## config.mk

```make
export PLATFORM = sky130hd
export DESIGN_NAME = keyed_table_swap_remove_unit
export DESIGN_NICKNAME = d
export VERILOG_FILES = /design/src/design/ktsr_pkg.sv /design/src/design/ktsr_ctrl.sv /design/src/design/ktsr_datapath.sv /design/src/design/keyed_table_swap_remove_unit.sv
export SDC_FILE = /design/constraint.sdc
export NUM_CORES = 2
export LEC_CHECK = 0
export BUFFER_PORTS_ARGS = -buffer_cell sky130_fd_sc_hd__buf_2
export CORE_ASPECT_RATIO = 0.9
export CORE_MARGIN = 3
export CORE_UTILIZATION = 43
export DETAILED_ROUTE_END_ITERATION = 6
export PLACE_DENSITY = 0.56
export SYNTH_ARGS = -nofsm -noshare
export SYNTH_HDL_FRONTEND = slang
export SYNTH_SLANG_ARGS = --single-unit
```

## constraint.sdc

```tcl
create_clock -name i_clk -period 6.7 [get_ports i_clk]
set_clock_uncertainty 0.05 [all_clocks]
set_input_delay 0.67 -clock i_clk [delete_from_list [all_inputs] [get_ports i_clk]]
set_output_delay 0.67 -clock i_clk [all_outputs]
set_load 0.01 [all_outputs]
```

## src/design/ktsr_pkg.sv

```systemverilog
`timescale 1ns / 1ps
`default_nettype none

package ktsr_pkg;

    localparam int DEF_CAPACITY = 64;

    localparam int MODE_W    = 3;
    localparam int KEY_W     = 32;
    localparam int TMPL_W    = 32;
    localparam int POS_W     = 6;
    localparam int AMT_W     = 7;
    localparam int CNT_OUT_W = 7;

    localparam logic [MODE_W-1:0] MODE_ADD    = 3'd0;
    localparam logic [MODE_W-1:0] MODE_DEL    = 3'd1;
    localparam logic [MODE_W-1:0] MODE_LOOKUP = 3'd2;
    localparam logic [MODE_W-1:0] MODE_READ   = 3'd3;
    localparam logic [MODE_W-1:0] MODE_ROOM   = 3'd4;

    typedef struct packed {
        logic [MODE_W-1:0] mode;
        logic [KEY_W-1:0]  entry_key;
        logic [TMPL_W-1:0] template_id;
        logic [POS_W-1:0]  position;
        logic [AMT_W-1:0]  amount;
    } t_request;

    typedef struct packed {
        logic                 ok;
        logic [POS_W-1:0]     found_position;
        logic [KEY_W-1:0]     found_key;
        logic [TMPL_W-1:0]    found_template;
        logic [CNT_OUT_W-1:0] fill_count;
        logic                 is_full;
    } t_result;

    typedef enum logic [2:0] {
        ST_IDLE,
        ST_EXEC,
        ST_SCAN,
        ST_READ,
        ST_MOVE
    } t_state;

    typedef enum logic [1:0] {
        RD_IDX,
        RD_POS,
        RD_LAST
    } t_rd_sel;

    typedef enum logic [1:0] {
        POS_ZERO,
        POS_REQ,
        POS_CMP,
        POS_AT
    } t_pos_sel;

    typedef struct packed {
        logic     load;
        logic     rd_en;
        t_rd_sel  rd_sel;
        logic     scan_step;
        logic     wr_add;
        logic     wr_move;
        logic     cnt_dec;
        logic     at_load;
        logic     emit;
        logic     res_ok;
        t_pos_sel res_pos;
        logic     res_data;
    } t_dp_cmd;

    typedef struct packed {
        logic [MODE_W-1:0] mode;
        logic              has_room;
        logic              count_zero;
        logic              pos_valid;
        logic              room_ok;
        logic              idx_in_range;
        logic              cmp_valid;
        logic              match;
        logic              cmp_last;
    } t_dp_status;

endpackage

`default_nettype wire

```

## src/design/ktsr_ctrl.sv

```systemverilog
`timescale 1ns / 1ps
`default_nettype none

module ktsr_ctrl import ktsr_pkg::*; (
    input  wire logic       i_clk,
    input  wire logic       i_rst_n,
    input  wire logic       i_accept,
    input  wire t_dp_status i_status,
    output t_dp_cmd         o_cmd,
    output logic            o_busy
);

    t_state r_state;
    t_state n_state;

    always_ff @(posedge i_clk) begin
        if (!i_rst_n) begin
            r_state <= ST_IDLE;
        end else begin
            r_state <= n_state;
        end
    end

    always_comb begin
        n_state = r_state;
        o_cmd   = '0;
        case (r_state)
            ST_IDLE: begin
                if (i_accept) begin
                    o_cmd.load = 1'b1;
                    n_state    = ST_EXEC;
                end
            end
            ST_EXEC: begin
                n_state = ST_IDLE;
                case (i_status.mode)
                    MODE_ADD: begin
                        o_cmd.emit   = 1'b1;
                        o_cmd.res_ok = i_status.has_room;
                        o_cmd.wr_add = i_status.has_room;
                    end
                    MODE_ROOM: begin
                        o_cmd.emit   = 1'b1;
                        o_cmd.res_ok = i_status.room_ok;
                    end
                    MODE_READ: begin
                        if (i_status.pos_valid) begin
                            o_cmd.rd_en  = 1'b1;
                            o_cmd.rd_sel = RD_POS;
                            n_state      = ST_READ;
                        end else begin
                            o_cmd.emit = 1'b1;
                        end
                    end
                    MODE_LOOKUP, MODE_DEL: begin
                        if (i_status.count_zero) begin
                            o_cmd.emit = 1'b1;
                        end else begin
                            n_state = ST_SCAN;
                        end
                    end
                    default: begin
                        o_cmd.emit = 1'b1;
                    end
                endcase
            end
            ST_SCAN: begin
                if (i_status.match) begin
                    if (i_status.mode == MODE_LOOKUP) begin
                        o_cmd.emit     = 1'b1;
                        o_cmd.res_ok   = 1'b1;
                        o_cmd.res_pos  = POS_CMP;
                        o_cmd.res_data = 1'b1;
                        n_state        = ST_IDLE;
                    end else if (i_status.cmp_last) begin
                        o_cmd.emit    = 1'b1;
                        o_cmd.res_ok  = 1'b1;
                        o_cmd.res_pos = POS_CMP;
                        o_cmd.cnt_dec = 1'b1;
                        n_state       = ST_IDLE;
                    end else begin
                        // fetch the last entry to fill the hole
                        o_cmd.at_load = 1'b1;
                        o_cmd.rd_en   = 1'b1;
                        o_cmd.rd_sel  = RD_LAST;
                        n_state       = ST_MOVE;
                    end
                end else if (i_status.cmp_valid && i_status.cmp_last) begin
                    o_cmd.emit = 1'b1;
                    n_state    = ST_IDLE;
                end else begin
                    o_cmd.scan_step = 1'b1;
                    o_cmd.rd_en     = i_status.idx_in_range;
                    o_cmd.rd_sel    = RD_IDX;
                end
            end
            ST_READ: begin
                o_cmd.emit     = 1'b1;
                o_cmd.res_ok   = 1'b1;
                o_cmd.res_pos  = POS_REQ;
                o_cmd.res_data = 1'b1;
                n_state        = ST_IDLE;
            end
            ST_MOVE: begin
                o_cmd.wr_move = 1'b1;
                o_cmd.cnt_dec = 1'b1;
                o_cmd.emit    = 1'b1;
                o_cmd.res_ok  = 1'b1;
                o_cmd.res_pos = POS_AT;
                n_state       = ST_IDLE;
            end
            default: begin
                n_state = ST_IDLE;
            end
        endcase
    end

    assign o_busy = (r_state != ST_IDLE);

endmodule

`default_nettype wire

```

## src/design/ktsr_datapath.sv

```systemverilog
`timescale 1ns / 1ps
`default_nettype none

module ktsr_datapath import ktsr_pkg::*; #(
    parameter int CAPACITY = DEF_CAPACITY
) (
    input  wire logic       i_clk,
    input  wire logic       i_rst_n,
    input  wire t_request   i_request,
    input  wire t_dp_cmd    i_cmd,
    output t_dp_status      o_status,
    output logic            o_done,
    output t_result         o_result
);

    localparam int CNT_W = $clog2(CAPACITY + 1);
    localparam int IDX_W = (CAPACITY > 1) ? $clog2(CAPACITY) : 1;
    localparam int SUM_W = ((CNT_W > AMT_W) ? CNT_W : AMT_W) + 1;

    logic [KEY_W-1:0]  r_key_mem  [CAPACITY];
    logic [TMPL_W-1:0] r_tmpl_mem [CAPACITY];

    t_request          r_req;
    logic [CNT_W-1:0]  r_count;
    logic [CNT_W-1:0]  r_idx;
    logic [IDX_W-1:0]  r_cmp_idx;
    logic              r_cmp_valid;
    logic [IDX_W-1:0]  r_at;
    logic [KEY_W-1:0]  r_rd_key;
    logic [TMPL_W-1:0] r_rd_tmpl;

    logic              r_res_valid;
    logic              r_res_ok;
    logic [IDX_W-1:0]  r_res_pos;
    logic [KEY_W-1:0]  r_res_key;
    logic [TMPL_W-1:0] r_res_tmpl;

    logic [IDX_W-1:0]  last_idx;
    logic [IDX_W-1:0]  rd_addr;
    logic [IDX_W-1:0]  wr_addr;
    logic [KEY_W-1:0]  wr_key;
    logic [TMPL_W-1:0] wr_tmpl;
    logic              wr_en;
    logic [IDX_W-1:0]  n_res_pos;

    assign last_idx = IDX_W'(r_count - CNT_W'(1));

    always_comb begin
        case (i_cmd.rd_sel)
            RD_IDX:  rd_addr = r_idx[IDX_W-1:0];
            RD_POS:  rd_addr = IDX_W'(r_req.position);
            RD_LAST: rd_addr = last_idx;
            default: rd_addr = '0;
        endcase
    end

    assign wr_en   = i_cmd.wr_add | i_cmd.wr_move;
    assign wr_addr = i_cmd.wr_move ? r_at : r_count[IDX_W-1:0];
    assign wr_key  = i_cmd.wr_move ? r_rd_key : r_req.entry_key;
    assign wr_tmpl = i_cmd.wr_move ? r_rd_tmpl : r_req.template_id;

    always_ff @(posedge i_clk) begin
        if (wr_en) begin
            r_key_mem[wr_addr]  <= wr_key;
            r_tmpl_mem[wr_addr] <= wr_tmpl;
        end
        if (i_cmd.rd_en) begin
            r_rd_key  <= r_key_mem[rd_addr];
            r_rd_tmpl <= r_tmpl_mem[rd_addr];
        end
    end

    always_comb begin
        case (i_cmd.res_pos)
            POS_ZERO: n_res_pos = '0;
            POS_REQ:  n_res_pos = IDX_W'(r_req.position);
            POS_CMP:  n_res_pos = r_cmp_idx;
            POS_AT:   n_res_pos = r_at;
            default:  n_res_pos = '0;
        endcase
    end

    // payload registers
    always_ff @(posedge i_clk) begin
        if (i_cmd.load) begin
            r_req <= i_request;
        end
        if (i_cmd.scan_step) begin
            r_cmp_idx <= r_idx[IDX_W-1:0];
        end
        if (i_cmd.at_load) begin
            r_at <= r_cmp_idx;
        end
        if (i_cmd.emit) begin
            r_res_ok   <= i_cmd.res_ok;
            r_res_pos  <= n_res_pos;
            r_res_key  <= i_cmd.res_data ? r_rd_key : '0;
            r_res_tmpl <= i_cmd.res_data ? r_rd_tmpl : '0;
        end
    end

    // control registers
    always_ff @(posedge i_clk) begin
        if (!i_rst_n) begin
            r_count     <= '0;
            r_idx       <= '0;
            r_cmp_valid <= 1'b0;
            r_res_valid <= 1'b0;
        end else begin
            r_res_valid <= i_cmd.emit;
            if (i_cmd.wr_add) begin
                r_count <= r_count + CNT_W'(1);
            end else if (i_cmd.cnt_dec) begin
                r_count <= r_count - CNT_W'(1);
            end
            if (i_cmd.load) begin
                r_idx       <= '0;
                r_cmp_valid <= 1'b0;
            end else if (i_cmd.scan_step) begin
                if (r_idx < r_count) begin
                    r_idx       <= r_idx + CNT_W'(1);
                    r_cmp_valid <= 1'b1;
                end else begin
                    r_cmp_valid <= 1'b0;
                end
            end
        end
    end

    always_comb begin
        o_status.mode         = r_req.mode;
        o_status.has_room     = (r_count < CNT_W'(CAPACITY));
        o_status.count_zero   = (r_count == '0);
        o_status.pos_valid    = (SUM_W'(r_req.position) < SUM_W'(r_count));
        o_status.room_ok      = ((SUM_W'(r_count) + SUM_W'(r_req.amount))
                                 <= SUM_W'(CAPACITY));
        o_status.idx_in_range = (r_idx < r_count);
        o_status.cmp_valid    = r_cmp_valid;
        o_status.match        = r_cmp_valid && (r_rd_key == r_req.entry_key);
        o_status.cmp_last     = (r_cmp_idx == last_idx);
    end

    assign o_done = r_res_valid;

    always_comb begin
        o_result.ok             = r_res_ok;
        o_result.found_position = POS_W'(r_res_pos);
        o_result.found_key      = r_res_key;
        o_result.found_template = r_res_tmpl;
        o_result.fill_count     = CNT_OUT_W'(r_count);
        o_result.is_full        = (r_count == CNT_W'(CAPACITY));
    end

endmodule

`default_nettype wire

```

## src/design/keyed_table_swap_remove_unit.sv

```systemverilog
`timescale 1ns / 1ps
`default_nettype none

// Unordered table of (key, template id) entries with a fill count.
// A request on i_request is taken at a rising edge where start is high and
// busy is low; busy stays high until the result is out. Modes: add at the
// end, delete by key (last entry moves into the freed slot), lookup by key,
// read by position, capacity query. Key searches take the lowest match.
// Each request yields exactly one result on o_result, valid for the single
// cycle in which o_done is high; the receiver cannot stall it, and a new
// request may be taken in that same cycle.
// Add, capacity query and unused modes answer from the execute state; read
// by position goes on through a read state. Key searches walk the table
// through the single memory read port one entry a cycle: a lookup hit
// stops at the matching position, a miss walks all fill_count entries, and
// a delete passes through a move state when the last entry has to be moved.
// Back-to-back requests do not overlap, as the next one is taken
// at the edge that ends the o_done cycle.
// Reset (synchronous, active low) empties the table at once by clearing
// the fill count; entry storage is not cleared and needs no sweep.

module keyed_table_swap_remove_unit import ktsr_pkg::*; #(
    parameter int CAPACITY = DEF_CAPACITY
) (
    input  wire logic     i_clk,
    input  wire logic     i_rst_n,
    input  wire logic     start,
    output logic          busy,
    input  wire t_request i_request,
    output logic          o_done,
    output t_result       o_result
);

    t_dp_cmd    cmd;
    t_dp_status status;
    logic       accept;

    assign accept = start && !busy;

    ktsr_ctrl u_ctrl (
        .i_clk    (i_clk),
        .i_rst_n  (i_rst_n),
        .i_accept (accept),
        .i_status (status),
        .o_cmd    (cmd),
        .o_busy   (busy)
    );

    ktsr_datapath #(
        .CAPACITY (CAPACITY)
    ) u_datapath (
        .i_clk     (i_clk),
        .i_rst_n   (i_rst_n),
        .i_request (i_request),
        .i_cmd     (cmd),
        .o_status  (status),
        .o_done    (o_done),
        .o_result  (o_result)
    );

    a_done_not_busy: assert property (@(posedge i_clk) disable iff (!i_rst_n)
        o_done |-> !busy)
        else $error("result strobe while still busy");

    a_accept_busy: assert property (@(posedge i_clk) disable iff (!i_rst_n)
        accept |=> busy)
        else $error("request taken but not busy next cycle");

    a_count_bound: assert property (@(posedge i_clk) disable iff (!i_rst_n)
        o_result.fill_count <= CNT_OUT_W'(CAPACITY))
        else $error("fill count above capacity");

    a_single_count_op: assert property (@(posedge i_clk) disable iff (!i_rst_n)
        !(cmd.wr_add && cmd.cnt_dec))
        else $error("count raised and lowered in one cycle");

endmodule

`default_nettype wire

```

### Yosys cells after proc, flatten, opt, wreduce, memory -nomap -nowiden

Memory sizes are Yosys's and may differ from the RTL's. A register that Yosys moved wholly into a read port is not among the register bits.
Index checks and enable logic that the tools add are counted.

* RAM bits: 4096
* register bits after elaboration: 182
* bits of input ports: 83
* memories kept: 2
* logic and storage cells: 114
* output and inout port bits: 81

Memories
* u_datapath.r_key_mem: words 64, bits a word 32, rd ports 1, clocked after memory_dff 1, write ports 1, line ktsr_datapath.sv:20 `logic [KEY_W-1:0] r_key_mem [CAPACITY];`
* u_datapath.r_tmpl_mem: words 64, bits a word 32, rd ports 1, clocked after memory_dff 1, write ports 1, line ktsr_datapath.sv:21 `logic [TMPL_W-1:0] r_tmpl_mem [CAPACITY];`

* bitwise logic cells: 2
* multiplexer cells: 52
* add/sub/neg operators: 4
* order comparisons: 4
* equality and inequality tests: 18
* reduce and logical (&&, ||, !) cells: 16

Operators by type and width (number)
* 32-bit two-way mux: 2
* 32-bit equality test: 1
* 3-bit two-way mux: 10
* 6-bit one-hot mux with 4 select lines: 1
* 1-bit two-way mux: 18
* 6-bit one-hot mux with 3 select lines: 1
* 4-bit two-way mux: 4
* 7-bit by 1-bit adder with 7-bit output, second input constant: 2
* 7-bit two-way mux: 2
* 3-bit by 2-bit equality test with 1-bit output, second input constant: 4
* 2-bit one-hot mux with 3 select lines: 2
* 3-bit one-hot mux with 2 select lines: 2
* 3-bit one-hot mux with 3 select lines: 1
* 7-bit by 7-bit adder with 8-bit output: 1
* 8-bit by 7-bit <= comparator with 1-bit output, second input constant: 1
* 2-bit two-way mux: 4
* 1-bit one-hot mux with 2 select lines: 4
* 7-bit equality test, second input constant: 1
* 7-bit logical NOT: 1
* 6-bit by 7-bit less-than comparator with 1-bit output: 1
* 7-bit less-than comparator: 1
* 7-bit less-than comparator, second input constant: 1
* 7-bit by 1-bit subtractor with 7-bit output, second input constant: 1
* 2-bit equality test, second input constant: 3
* 17 further kinds: 27

### Logic depth before layout (Yosys ltp)

* depth in word-level cells: 8
* mapped depth: 21
* depth with buffers taken out: 13

### Modules after synthesis

Synthesis repeated with hierarchy kept, for this count alone.

* cell total of the unflattened synthesis: 13138
* area, all modules: 187865.2 um^2

By module, submodules not included
* ktsr_datapath: cells an instance 13083, sequential area each 130134.8 um^2, area an instance 187481.1 um^2, times used 1
* ktsr_ctrl: cells an instance 54, sequential area each 60.1 um^2, area an instance 370.4 um^2, times used 1
* keyed_table_swap_remove_unit: cells an instance 1, sequential area each 0.0 um^2, area an instance 13.8 um^2, times used 1

### Worst setup path before layout

Ideal clock, no wire load.

* path kind: reg2reg
* start: register u_ctrl.r_state[2]
* end: memory u_datapath.r_key_mem[23][0] (enable)
* period minus slack after synthesis: 5000 ps
* setup time: 487 ps
* slack: 1700 ps
* buffers on the path: 3
* stages on the path, launching flop included: 10
* arrival time: 4464 ps
* required time: 6163 ps
* cells stage by stage: dfxtp_1 -> buf_2 -> nor3b_1 -> nor2b_1 -> buf_4 -> and2_1 -> clkbuf_1 -> nand3_1 -> a21o_1 -> nor2_1

* longest elaborated chain between the ends: 5
* elaborated cells on any way between the ends: 8

Ends and longest elaborated chain
* start, declared: line ktsr_ctrl.sv:13 `t_state r_state;`
* start signal, assigned: line ktsr_ctrl.sv:20 `r_state <= n_state;`
* 3-bit by 1-bit equality test with 1-bit output / 3-bit equality test (equally long branches): line ktsr_ctrl.sv:27 `case (r_state)`
* 1-bit two-way mux: line ktsr_ctrl.sv:27
* 1-bit bitwise OR: line ktsr_datapath.sv:57 `assign wr_en = i_cmd.wr_add | i_cmd.wr_move;`
* 1-bit two-way mux: line ktsr_datapath.sv:63 `if (wr_en) begin`
* 1-bit two-way mux (implied by the code): line ktsr_datapath.sv:64 `r_key_mem[wr_addr] <= wr_key;`
* end, declared: line ktsr_datapath.sv:20

Parallel ways exist; a longest one is shown, timed or not.

### Worst setup path in the final report

* start: register u_datapath.r_count[1]
* end: register u_datapath.r_rd_key[14] (read register of u_datapath.r_key_mem), data pin

* longest elaborated chain between the ends: 8
* elaborated cells on any way between the ends: 16

Ends and longest elaborated chain
* start, declared: line ktsr_datapath.sv:24 `logic [CNT_W-1:0] r_count;`
* start signal, assigned: line ktsr_datapath.sv:112 `r_count <= r_count + CNT_W'(1);`
* start signal, assigned: line ktsr_datapath.sv:114 `r_count <= r_count - CNT_W'(1);`
* 7-bit by 1-bit subtractor with 7-bit output
* 6-bit equality test: line ktsr_datapath.sv:140 `o_status.cmp_last = (r_cmp_idx == last_idx);`
* 3-bit two-way mux: line ktsr_ctrl.sv:75 `end else if (i_status.cmp_last) begin`
* 3-bit two-way mux: line ktsr_ctrl.sv:69 `if (i_status.mode == MODE_LOOKUP) begin`
* 3-bit two-way mux: line ktsr_ctrl.sv:68 `if (i_status.match) begin`
* 3-bit one-hot mux with 2 select lines: line ktsr_ctrl.sv:27
* 2-bit equality test (tied with other cells): line ktsr_datapath.sv:49 `case (i_cmd.rd_sel)`
* 6-bit one-hot mux with 3 select lines: line ktsr_datapath.sv:49
* end, declared: line ktsr_datapath.sv:29 `logic [KEY_W-1:0] r_rd_key;`

Parallel ways exist; a longest one is shown, timed or not.
A chain may end at the register's enable or synchronous reset.

==> results.md <==
* Root Buffer: clkbuf_16
* Max Clock Freq at ~0.16 GHz
* # IOs at ~160
* Max stage delay on crit path at approximately 0.87 ns
* Main synth FF type: edfxtp_1
* Drt pass-1 iters at 5
* GRT overflow at 0
* Synthesized cell area at between 150000 and 200000 um2
* Area grow syn2layout at 15.14%
* Crit path buffers/inverters at 3
* Routed len/inst at around 37 um
* CTS tree: yes
* H-tree depth at 5
* Vias in the first global route at slightly below 90k
* Detail Placement HPWL at approximately 280 mm
* TritonCTS buffer count at between 400 and 500
* Slew Viols, Final at 0
* Post-Syn Area per Cell at 20.80 um2
* Final setup TNS at 0 ns
* # nets final at around 8.8k
* Routed vias at 88.87k
* Worst-Skew Late Latency at 0.98 ns
* Pwr Density at 287.0 nW/um2
* Final Cycle Share at between 90 and 100%
* Slew margin rel. at under 10%
* Yosys top cell by area: edfxtp_1
* EDFF count, synth at 4323
* Status: completed
* Drt drc at 0
* Vias per std cell at 6.255
* Net Count, Synth at ~8.1k
* Core footprint at around 390000 um2
* Sequential area share after synthesis at a little under 80%
* CP most frequent cell: nand3_1
* Final number of setup-violating endpoints at 0
* Final Hold Fails at 0
* Clock transition at the registers of the reported paths at around 0.07 ns
* Max IR drop VDD at 239.7 uV
* Unrepaired setup endpoints after global routing: no
* Top-area cell type share of the netlist area at 77.58%
* Final ANT Viol Nets at 0
* Max cap viols at 0
* Starting density of the core at 43.36%
* Synth Warn # at 0
* GRT Util Overall at a little over a quarter
* Post-synthesis async set-or-reset flop share at 0%
* Area contributors post-synth: edfxtp_1 (78%), mux4_2 (12%), nand2_1 (2.1%), mux2i_1 (1.4%), a32oi_1 (0.75%)
* Critical path's top delay family: compound AO/OA/AOI/OAI gates
* Global-route wire length before repair at about 730 mm
* # rows at around 220
* Hold Slack at approximately 0.15 ns
* Startpoint Class: flip-flop
* Port bufs at between 150 and 200
* Die H at ~600 um
* Lkg Pwr at ~0.061 uW
* Clk buf depth at 4
* Mapped Cells at roughly 8.0k
* GP Congestion at 0.8241
* CP required at slightly above 7 ns
* Critical Path Sink Type: flip-flop
* Post-Route WL at 531.9 mm
* Sink Count at between 4k and 5k
* HP Class: in2reg
* Violation count after the first detailed-route iteration at approximately 13k
* Largest net degree at the start of global routing at 74
* Full die area at 396700 um2
* #FFs+latches synth at 4342
* Critical-path cell list: inv_1 -> ha_1 -> nor3b_2 -> xnor2_1 -> xor2_1 -> o211a_2 -> o21a_1 -> a211o_4 -> buf_4 -> buf_12 -> mux4_2 -> mux2i_1 -> nand3_1 -> nand3_1 -> nor2_1
* Initial antenna violation count at 20
* Min Tclk post-route at around 6.2 ns
* Slowest-stage cell, CP: o21a_1
* Filler cells at slightly above 30k
* Measured slew at the worst slew-check pin at approximately 1.4 ns
* Synth unique cells at 84
* Post-CTS Setup Bufs at 0
* CP arrival at slightly below 7 ns
* Critical path peak fanout at 47
* CTS resizes at 0
* Die width at approximately 660 um
* Layout cells sized above 1 at approximately a quarter
* CP Class: reg2reg
[logic make-up (layout without fill, tap and decap cells)]
logic type | count (synthesis) | in the layout | synth area share (%)
AO/OA/AOI/OAI | 547 | 547 | 2.457
XOR/XNOR | 49 | 49 | 0.2610
adder cells (fa/ha/maj) | 23 | 23 | 0.1765
buffers and inverters | 456 | 1493 | 1.519
flip-flops | 4342 | 4342 | 77.81
multiplexers | 1166 | 1166 | 13.89
other | 0 | 5 | 0
AND/OR/NAND/NOR | 1460 | 1460 | 3.888
[Yosys cell counts (21+ instances only)]
library cell,count
buf_4,80
buf_1,36
mux4_2,924
nor3_1,21
a32oi_1,144
and3_1,62
mux2i_1,236
and4_1,43
edfxtp_1,4323
a2111oi_0,21
clkbuf_1,173
nand3_1,102
nand2_1,934
a21oi_1,87
o21ai_0,40
a31oi_1,52
xnor2_1,30
a22oi_1,21
nor2_1,132
buf_6,31
and2_1,72
ha_1,22
buf_2,101
[final timing paths]
kind	start	end	slack, ns	cells past startpoint
worst min register to register	u_datapath.r_idx[6]$_SDFFE_PP0P_	u_datapath.r_idx[6]$_SDFFE_PP0P_	0.46	2
worst min-delay path	start	u_ctrl.r_state[0]$_SDFFE_PN0P_	0.15	3
worst max register to register	u_datapath.r_count[1]$_SDFFE_PN0P_	u_datapath.r_rd_key[14]$_DFFE_PP_	0.50	15
worst max-delay path	u_datapath.r_count[1]$_SDFFE_PN0P_	u_datapath.r_rd_key[14]$_DFFE_PP_	0.50	15
[flip-flops by register name (all words and copies together) (netlist names), 7 cells and up]
name                   flops
u_datapath.r_res_tmpl     32
u_datapath.r_rd_key       32
u_datapath.r_res_key      32
u_datapath.r_count         7
u_datapath.r_req          77
u_datapath.r_tmpl_mem   2048
u_datapath.r_key_mem    2048
u_datapath.r_rd_tmpl      32
u_datapath.r_idx           7
[layout make-up]
| class | instances | area [um2] | share of cell area [%] |
|---|---|---|---|
| tap | 5123 | 6410 | 3.327 |
| clock buffer | 522 | 11360 | 5.897 |
| sequential | 4342 | 130200 | 67.58 |
| antenna | 5 | 12.51 | 0.006494 |
| clock inverter | 284 | 2696 | 1.400 |
| inverter | 21 | 83.83 | 0.04351 |
| timing repair buffer | 666 | 6634 | 3.443 |
| multi-input combinational | 3245 | 35270 | 18.31 |
[per-layer routing]
layer,vias to the layer above,part of all wire (%),global-route usage [%]
met5,-,0.0077,0
met4,6,3.4,7.984
met3,861,9.0,4.223
met2,4962,47,41.86
met1,48440,41,38.11
li1,34600,-,-
[repair_timing]
item | in CTS | in global routing
endpoints found under the hold margin | 91 | 0
endpoints found under the setup margin | 0 | 0
hold buffers | 81 | 0
[power breakdown]
part / total (uW) / internal [uW] / switching, uW
logic: 945 / 234 / 711
registers: 30100 / 30000 / 47.6
clock network: 24300 / 13800 / 10400
[cells in the final DEF (no fill, tap or decap), drive strengths merged, types with 9 or more instances in the layout]
cell type / count
and3: 62
a2111oi: 21
o2bb2ai: 18
a21o: 9
nor2: 133
and2: 72
clkinvlp: 16
xor2: 18
o22ai: 11
buf: 585
nand2: 934
dlygate4sd3: 81
a32oi: 144
a221oi: 20
mux2i: 236
ha: 22
bufinv: 46
nor3: 23
inv: 35
and4: 43
a32o: 11
mux4: 924
edfxtp: 4323
a211oi: 14
nand3: 102
xnor2: 31
nand2b: 19
or3: 14
a22oi: 21
nor4: 9
clkbuf: 522
o2111ai: 15
a31oi: 52
o21ai: 51
nand4: 18
dfxtp: 19
a21oi: 87
clkinv: 208
[worst min-delay path, delay by kind of cell]
kind	cells	cell delay (ns)
AOI/OAI and AO/OA	1	0.12
buffers and inverters	1	0.11
and+or+nand+nor	1	0.22
[stage by stage]
stage / power, uW / util, % / setup WS, ns / instance area [um2] / cells
finish: 55290 / 49.92 / 0.5036 / 192700 / 14210
detailed placement: 31540 / 46.07 / 0.5629 / 177800 / 13320
global placement: 31490 / 46.06 / 0.5553 / 177800 / 13320
floorplan: 31110 / - / 1.700 / 167300 / 8043
global route: 56730 / 49.92 / 0.1931 / 192700 / 14210
CTS: 55590 / 49.92 / 0.5147 / 192700 / 14200
Note: power is estimated with default switching activity, not from simulation.
